<file path="src/design/sts_pkg.sv">
`default_nettype none

package sts_pkg;

  localparam int unsigned DATA_W = 32;
  localparam int unsigned LEN_W  = 7;

  // Request codes.
  localparam logic [1:0] REQ_PUSH  = 2'd0;
  localparam logic [1:0] REQ_POP   = 2'd1;
  localparam logic [1:0] REQ_CLEAR = 2'd2;

  // Result status codes.
  localparam logic [1:0] ST_OK    = 2'd0;
  localparam logic [1:0] ST_FULL  = 2'd1;
  localparam logic [1:0] ST_EMPTY = 2'd2;

  typedef struct packed {
    logic [1:0]               req_type;
    logic                     stack_sel;
    logic signed [DATA_W-1:0] push_value;
  } sts_in_t;

  typedef struct packed {
    logic [1:0]               status;
    logic signed [DATA_W-1:0] pop_value;
    logic [LEN_W-1:0]         lower_depth;
    logic [LEN_W-1:0]         upper_depth;
    logic [LEN_W-1:0]         total_length;
    logic                     all_empty;
  } sts_out_t;

  typedef struct packed {
    logic load_req;
    logic exec;
    logic load_out;
  } sts_cmd_t;

  typedef struct packed {
    logic out_free;
  } sts_stat_t;

endpackage

`default_nettype wire

</file>
<file path="src/design/sts_ram.sv">
`default_nettype none

module sts_ram #(
  parameter int unsigned WIDTH = 32,
  parameter int unsigned DEPTH = 64
) (
  input  wire logic                     clk,
  input  wire logic                     we,
  input  wire logic                     re,
  input  wire logic [$clog2(DEPTH)-1:0] addr,
  input  wire logic [WIDTH-1:0]         wdata,
  output logic      [WIDTH-1:0]         rdata
);

  logic [WIDTH-1:0] mem [DEPTH];

  always_ff @(posedge clk) begin
    if (we) begin
      mem[addr] <= wdata;
    end
    if (re) begin
      rdata <= mem[addr];
    end
  end

endmodule

`default_nettype wire

</file>
<file path="src/design/sts_ctrl.sv">
`default_nettype none

module sts_ctrl (
  input  wire logic              clk,
  input  wire logic              rst_n,
  input  wire logic              in_valid,
  output logic                   in_ready,
  input  wire sts_pkg::sts_stat_t stat,
  output sts_pkg::sts_cmd_t      cmd
);

  import sts_pkg::*;

  typedef enum logic [1:0] {
    S_IDLE,
    S_EXEC,
    S_DONE
  } state_t;

  state_t state_r;
  state_t state_nxt;
  logic   in_ready_r;
  logic   in_ready_nxt;

  always_comb begin
    state_nxt    = state_r;
    in_ready_nxt = in_ready_r;
    case (state_r)
      S_IDLE: begin
        if (in_valid && in_ready_r) begin
          state_nxt    = S_EXEC;
          in_ready_nxt = 1'b0;
        end
      end
      S_EXEC: begin
        state_nxt = S_DONE;
      end
      S_DONE: begin
        if (stat.out_free) begin
          state_nxt    = S_IDLE;
          in_ready_nxt = 1'b1;
        end
      end
      default: begin
        state_nxt    = S_IDLE;
        in_ready_nxt = 1'b1;
      end
    endcase
  end

  always_ff @(posedge clk) begin
    if (!rst_n) begin
      state_r    <= S_IDLE;
      in_ready_r <= 1'b1;
    end else begin
      state_r    <= state_nxt;
      in_ready_r <= in_ready_nxt;
    end
  end

  assign in_ready     = in_ready_r;
  assign cmd.load_req = in_valid && in_ready_r;
  assign cmd.exec     = (state_r == S_EXEC);
  assign cmd.load_out = (state_r == S_DONE) && stat.out_free;

`ifndef NO_ASSERTIONS
  a_ready_only_idle: assert property (@(posedge clk) disable iff (!rst_n)
    in_ready_r |-> state_r == S_IDLE)
    else $error("input ready outside idle state");

  a_exec_after_accept: assert property (@(posedge clk) disable iff (!rst_n)
    cmd.load_req |=> state_r == S_EXEC)
    else $error("accepted item not executed in the next cycle");

  a_exec_one_cycle: assert property (@(posedge clk) disable iff (!rst_n)
    state_r == S_EXEC |=> state_r == S_DONE)
    else $error("execute state did not advance to done");
`endif

endmodule

`default_nettype wire

</file>
<file path="src/design/sts_dp.sv">
`default_nettype none

module sts_dp #(
  parameter int unsigned DEPTH = 64
) (
  input  wire logic              clk,
  input  wire logic              rst_n,
  input  wire sts_pkg::sts_in_t  in_data,
  input  wire sts_pkg::sts_cmd_t cmd,
  output sts_pkg::sts_stat_t     stat,
  output logic                   out_valid,
  input  wire logic              out_ready,
  output sts_pkg::sts_out_t      out_data
);

  import sts_pkg::*;

  localparam int unsigned AW = $clog2(DEPTH);
  localparam int unsigned CW = $clog2(DEPTH + 1);
  localparam int unsigned EW = (CW > LEN_W) ? CW : LEN_W;
  localparam logic [CW:0]   DEPTH_S = (CW + 1)'(DEPTH);
  localparam logic [CW-1:0] DEPTH_C = CW'(DEPTH);
  localparam logic [CW-1:0] ONE_C   = CW'(1);

  sts_in_t       req_r;
  logic [CW-1:0] lower_r;
  logic [CW-1:0] lower_nxt;
  logic [CW-1:0] upper_r;
  logic [CW-1:0] upper_nxt;
  logic [1:0]    status_r;
  logic [1:0]    status_nxt;
  logic          pop_ok_r;
  logic          pop_ok_nxt;
  logic          out_valid_r;
  sts_out_t      out_data_r;

  logic [CW:0]       sum;
  logic              full;
  logic              ram_we;
  logic              ram_re;
  logic [CW-1:0]     addr_full;
  logic [DATA_W-1:0] ram_rdata;
  logic [EW-1:0]     lower_ext;
  logic [EW-1:0]     upper_ext;
  logic [EW:0]       total_ext;

  assign sum  = {1'b0, lower_r} + {1'b0, upper_r};
  assign full = (sum >= DEPTH_S);

  always_comb begin
    lower_nxt  = lower_r;
    upper_nxt  = upper_r;
    status_nxt = ST_OK;
    pop_ok_nxt = 1'b0;
    ram_we     = 1'b0;
    ram_re     = 1'b0;
    addr_full  = lower_r;
    case (req_r.req_type)
      REQ_PUSH: begin
        if (full) begin
          status_nxt = ST_FULL;
        end else if (!req_r.stack_sel) begin
          ram_we    = cmd.exec;
          addr_full = lower_r;
          lower_nxt = lower_r + ONE_C;
        end else begin
          ram_we    = cmd.exec;
          addr_full = DEPTH_C - (upper_r + ONE_C);
          upper_nxt = upper_r + ONE_C;
        end
      end
      REQ_POP: begin
        if (!req_r.stack_sel) begin
          if (lower_r == '0) begin
            status_nxt = ST_EMPTY;
          end else begin
            ram_re     = cmd.exec;
            pop_ok_nxt = 1'b1;
            addr_full  = lower_r - ONE_C;
            lower_nxt  = lower_r - ONE_C;
          end
        end else begin
          if (upper_r == '0) begin
            status_nxt = ST_EMPTY;
          end else begin
            ram_re     = cmd.exec;
            pop_ok_nxt = 1'b1;
            addr_full  = DEPTH_C - upper_r;
            upper_nxt  = upper_r - ONE_C;
          end
        end
      end
      REQ_CLEAR: begin
        lower_nxt = '0;
        upper_nxt = '0;
      end
      default: begin
      end
    endcase
  end

  sts_ram #(
    .WIDTH(DATA_W),
    .DEPTH(DEPTH)
  ) u_ram (
    .clk  (clk),
    .we   (ram_we),
    .re   (ram_re),
    .addr (addr_full[AW-1:0]),
    .wdata(req_r.push_value),
    .rdata(ram_rdata)
  );

  always_ff @(posedge clk) begin
    if (cmd.load_req) begin
      req_r <= in_data;
    end
    if (cmd.exec) begin
      status_r <= status_nxt;
      pop_ok_r <= pop_ok_nxt;
    end
  end

  always_ff @(posedge clk) begin
    if (!rst_n) begin
      lower_r <= '0;
      upper_r <= '0;
    end else if (cmd.exec) begin
      lower_r <= lower_nxt;
      upper_r <= upper_nxt;
    end
  end

  // Depth fields report the counts modulo 128 when the store is deeper.
  assign lower_ext = EW'(lower_r);
  assign upper_ext = EW'(upper_r);
  assign total_ext = {1'b0, lower_ext} + {1'b0, upper_ext};

  always_ff @(posedge clk) begin
    if (!rst_n) begin
      out_valid_r <= 1'b0;
    end else if (cmd.load_out) begin
      out_valid_r <= 1'b1;
    end else if (out_ready) begin
      out_valid_r <= 1'b0;
    end
  end

  always_ff @(posedge clk) begin
    if (cmd.load_out) begin
      out_data_r.status       <= status_r;
      out_data_r.pop_value    <= pop_ok_r ? ram_rdata : '0;
      out_data_r.lower_depth  <= lower_ext[LEN_W-1:0];
      out_data_r.upper_depth  <= upper_ext[LEN_W-1:0];
      out_data_r.total_length <= total_ext[LEN_W-1:0];
      out_data_r.all_empty    <= (lower_r == '0) && (upper_r == '0);
    end
  end

  assign stat.out_free = !out_valid_r || out_ready;
  assign out_valid     = out_valid_r;
  assign out_data      = out_data_r;

`ifndef NO_ASSERTIONS
  a_never_overfull: assert property (@(posedge clk) disable iff (!rst_n)
    sum <= DEPTH_S)
    else $error("stacks hold more items than the store");

  a_clear_empties: assert property (@(posedge clk) disable iff (!rst_n)
    cmd.exec && req_r.req_type == REQ_CLEAR |=> lower_r == '0 && upper_r == '0)
    else $error("clear did not empty both stacks");

  a_full_push_holds: assert property (@(posedge clk) disable iff (!rst_n)
    cmd.exec && req_r.req_type == REQ_PUSH && full
    |=> $stable(lower_r) && $stable(upper_r))
    else $error("rejected push changed a stack depth");

  a_no_write_on_fail: assert property (@(posedge clk) disable iff (!rst_n)
    cmd.exec && status_nxt != ST_OK |-> !ram_we && !ram_re)
    else $error("store accessed by a failed request");
`endif

endmodule

`default_nettype wire

</file>
<file path="src/design/shared_two_ended_stack.sv">
// Two LIFO stacks sharing one store of DEPTH words. The lower stack fills
// the store from entry zero upward and the upper stack from the last entry
// downward, so either may use all free space.
// Input channel: in_valid/in_ready carry one request item (push, pop or
// clear both, plus a stack select and the word to push). Result channel:
// out_valid/out_ready carry exactly one result item per request, with the
// status, the popped word and both depths after the request.
// A result item is loaded into the output register after its request
// is accepted and executed: the execute state updates the depth
// counters and accesses the store, the done state takes the registered
// store read. in_ready returns with that load, so the next request is
// accepted only after the previous result is loaded; requests do not
// overlap.
// When the receiver stalls, the finished result waits in the output
// register while the next request is accepted and executed; that request
// then waits until the output register frees.
// Reset empties both stacks; store contents are not cleared and need not be.
`default_nettype none

module shared_two_ended_stack #(
  parameter int unsigned DEPTH = 64
) (
  input  wire logic              clk,
  input  wire logic              rst_n,
  input  wire logic              in_valid,
  output logic                   in_ready,
  input  wire sts_pkg::sts_in_t  in_data,
  output logic                   out_valid,
  input  wire logic              out_ready,
  output sts_pkg::sts_out_t      out_data
);

  import sts_pkg::*;

  sts_cmd_t  cmd;
  sts_stat_t stat;

  sts_ctrl u_ctrl (
    .clk     (clk),
    .rst_n   (rst_n),
    .in_valid(in_valid),
    .in_ready(in_ready),
    .stat    (stat),
    .cmd     (cmd)
  );

  sts_dp #(
    .DEPTH(DEPTH)
  ) u_dp (
    .clk      (clk),
    .rst_n    (rst_n),
    .in_data  (in_data),
    .cmd      (cmd),
    .stat     (stat),
    .out_valid(out_valid),
    .out_ready(out_ready),
    .out_data (out_data)
  );

endmodule

`default_nettype wire
</file>
<file path="config.mk">
export PLATFORM = sky130hd
export DESIGN_NAME = shared_two_ended_stack
export DESIGN_NICKNAME = d
export VERILOG_FILES = /design/src/design/sts_pkg.sv /design/src/design/sts_ram.sv /design/src/design/sts_ctrl.sv /design/src/design/sts_dp.sv /design/src/design/shared_two_ended_stack.sv
export SDC_FILE = /design/constraint.sdc
export NUM_CORES = 2
export LEC_CHECK = 0
export BUFFER_PORTS_ARGS = -buffer_cell sky130_fd_sc_hd__buf_2
export CORE_MARGIN = 1.5
export CORE_UTILIZATION = 43
export DETAILED_ROUTE_END_ITERATION = 12
export PLACE_DENSITY_LB_ADDON = 0.3
export SYNTH_ARGS = -nofsm -noshare
export SYNTH_HDL_FRONTEND = slang
export SYNTH_SLANG_ARGS = --single-unit
</file>
<file path="constraint.sdc">
create_clock -name clk -period 6.15 [get_ports clk]
set_input_delay 0 -clock clk [delete_from_list [all_inputs] [get_ports clk]]
set_output_delay 0 -clock clk [all_outputs]
set_load 0.05 [all_outputs]
</file>
==> summary.md <==
| Metric | Value |
|---|---|
| Pwr Total | 31.9 mW |
| Area post-placement | around 91,000 sq um |
| Library cells used by synthesis | 72 |
| Total Routing Usage GR | 24.4% |
| Worst hold path class | input port to flip-flop |
| Worst slew pin tran | 1.19 ns |
| Synth top area share | between 70 and 80% |
| Synthesized Nets | just under 6,000 |
| CTS tree | yes |
| Largest net degree at the start of global routing | between 100 and 150 |
| Core Region | 198,000 sq um |
| Peak supply drop | between 0.2 and 0.3 mV |
| Slowest Stage Delay on Critical Path | 0.81 ns |
| Max-cap violation count | 0 |
| Clock Skew | around 0.041 ns |
| Post-Syn Instances | roughly 5,800 |
| Per-cell routed wire length | 28.2 microns |
| Buffers added on ports | 96 |
| RePlAce Congestion | 0.856 |
| Vias in the first global route | between 50,000 and 60,000 |
| Pre-antenna DRT Iters | 6 |
| Hold Fails Final Rpt | 0 |
| Kind of cell adding the most delay to the critical path | simple AND/OR/NAND/NOR gates |
| Placed cells | between 8,000 and 9,000 |
| Max Fanout on Critical Path | 42 |
| GR Util met1 | about a third |
| Leading area contributor after synthesis | edfxtp_1 |
| Die Area | a little over 200,000 sq um |
| Fillers | about 16,000 |
| Initial Util | roughly 43% |
| Clock tree buffer depth | 3 |
| Most frequent cells in the layout | 2,174 x edfxtp_1, 1,411 x nand2_1, 802 x nand3_1 |
| # rows | around 160 |
| Synth Area per Inst | roughly 15 sq um |
| GRT busiest layer | met2 |
| Critical path data arrival time | 6.52 ns |
| Final min period | roughly 6 ns |
| Outcome | finished, final reports clean |
| Initial antenna violation count | 26 |
| First-pass GRT wire length | 359 mm |
| Cell area after synthesis | 85,900 sq um |
| Met3 Use GR | about 5.0% |
| Final HPWL DP | approximately 140 mm |
| P per Cell Area | 323 nW/um^2 |
| IO Count | 97 |
| Met2 GRT Util | 37.5% |
| Area Growth Syn to Fin | 15.1% |
| Layout cells sized above 1 | between 10% and 20% |
| Post-synth top flop | edfxtp_1 |
| Worst setup SP type | flip-flop |
| Final Max Tran Viols | 0 |
| Num CTS Buffers | 213 |
| Clock latency on the worst-skew pair | 0.86 ns |
| Global route total overflow | 0 |
| 1st-iter DRT viols | 7,764 |
| Commonest non-fill, non-tap cell in the layout | edfxtp_1 |
| Worst path slowest cell | nand3_4 |
| Setup violations, final | 0 |
| # DRC | 0 |
| Yosys warns | 0 |
| Synthesized flop and latch total | approximately 2,200 |
| F_max | approximately 0.17 GHz |
| Die Ht | 450 microns |
| Main area contributors after synthesis | edfxtp_1 76%, nand2_1 6.2%, nand3_1 4.7% |
| Clock Sinks | about 2,200 |
| Wirelength, routed | 252 mm |
| Number of synthesized flops with an enable pin | between 2,000 and 2,500 |
| WS Path Type | flip-flop to flip-flop |
| Final instance area | ~99,000 sq um |
| Crit path cell chain | ha_1 -> fa_1 -> a211oi_1 -> nor2_1 -> o22a_1 -> nand4_1 -> nand3_4 -> buf_4 -> nand3_1 -> nand3_1 -> nand4_1 -> or4b_1 |
| Vias per cell | 5.92 |
| Die Wd | between 400 and 500 microns |
| Final period util | a little over nine tenths |
| Fin nets | between 6,000 and 7,000 |
| Crit path buf inv count | 1 |
| Total number of H-tree levels | 4 |
| Rel. slew slack | 20.3% |
| Antenna viol nets, final | 0 |
| Fin cells | between 8,000 and 9,000 |
| Req. time, crit path | ~6.8 ns |
| Register area share after synthesis | between 70% and 80% |
| Leak pwr | roughly 33 nW |
| CP Capture Type | flip-flop |
| Worst-path clk slew | 0.06 ns |
| Clock root cell | clkbuf_16 |
| Async set-reset flop share out of synthesis | 0% |
| Setup tns final | 0 ns |
| Total number of vias | around 53,000 |
[flip-flops by register name, indices dropped and copies added, names as in the netlist]
| register | flops |
|---|---|
| u_ctrl.in_ready | 1 |
| u_ctrl.state_r | 2 |
| u_dp.lower_ext | 7 |
| u_dp.out_data | 56 |
| u_dp.out_valid | 1 |
| u_dp.pop_ok_r | 1 |
| u_dp.req_r | 35 |
| u_dp.status_r | 2 |
| u_dp.u_ram.mem | 2048 |
| u_dp.u_ram.rdata | 32 |
| u_dp.upper_ext | 7 |
[worst register-to-register path, cell delays in order (launching register included)]
cell and delay, ns:
dfxtp_1 0.70, ha_1 0.31, fa_1 0.24, a211oi_1 0.10, nor2_1 0.40, o22a_1 0.25, nand4_1 0.53, nand3_4 0.82
buf_4 0.62, nand3_1 0.22, nand3_1 0.13, nand4_1 0.64, or4b_1 0.73
[power breakdown]
part	total [mW]	leakage, nW	switching, mW	internal [mW]
Sequential	16.5	19.7	0.0229	16.5
Clock	12.9	3.32	5.68	7.19
Combinational	2.52	9.95	1.75	0.763
Total	31.9	33.0	7.46	24.5
[through the flow]
stage | utilization, % | hold slack [ns] | worst slack (ns)
4_1_cts | 49.9 | 0.0444 | 0.234
3_3_place_gp | 46.1 | 0.180 | 0.196
5_1_grt | 49.9 | 0.114 | -0.0230
2_1_floorplan | - | 0.0762 | 1.01
3_5_place_dp | 46.1 | 0.178 | 0.249
6_report | 50.0 | 0.0875 | 0.224
[cell type report]
cell class / instances / area [sq um] / area share (%)
Antenna cell: 12 / 30.0 / 0.0304
Clock buffer: 261 / 5600 / 5.66
Clock inverter: 139 / 1240 / 1.25
Inverter: 14 / 52.6 / 0.0532
Multi-Input combinational cell: 3223 / 19100 / 19.3
Sequential cell: 2192 / 65600 / 66.4
Tap cell: 2640 / 3300 / 3.34
Timing Repair Buffer: 437 / 3880 / 3.93
[synth_stat cells (5+ instances only)]
master,n
a211oi_1,7
a21oi_1,105
a22o_1,12
a22oi_1,93
a311oi_1,53
a31oi_1,29
and2_1,40
and3_1,63
and4_1,30
buf_1,34
buf_2,48
buf_4,34
buf_6,14
clkbuf_1,237
dfxtp_1,18
edfxtp_1,2174
ha_1,14
inv_1,12
mux2i_1,30
mux4_2,148
nand2_1,1411
nand2b_1,7
nand3_1,803
nand4_1,88
nor2_1,102
nor2b_1,6
nor3_1,20
o211ai_1,5
o21ai_0,27
o21bai_1,26
o22ai_1,5
or4_1,5
or4b_1,26
xnor2_1,7
[logic make-up after synthesis]
logic type               Yosys count  synth area share (%)
adder cells (fa/ha/maj)           15                 0.227
AND/OR/NAND/NOR                 2621                  13.8
buffers and inverters            382                  2.02
XOR/XNOR                           9                0.0918
AO/OA/AOI/OAI                    398                  3.21
multiplexers                     179                  4.24
flip-flops                      2192                  76.4
[layer usage]
metal	part of all wire [%]	up-vias
met5	0.029	-
met4	2.9	12
met2	46	3014
met1	41	26880
met3	11	429
li1	-	22504
[path summary, 6_finish.rpt]
check,start,end,slack [ns],depth (start not counted)
max,u_dp.lower_ext[0],u_dp.u_ram.rdata[14],0.22,12
min,out_ready,u_dp.out_valid,0.09,4
max reg2reg,u_dp.lower_ext[0],u_dp.u_ram.rdata[14],0.22,12
min reg2reg,u_dp.status_r[0],u_dp.out_data[54],0.42,0
[repair_timing]
action,CTS,global route
hold endpoints to repair,66,0
gates resized for setup,0,1
buffers inserted,0,2
setup endpoints to repair,0,4
hold buffers,76,0
No activity file was read; power rests on OpenSTA's default activity.
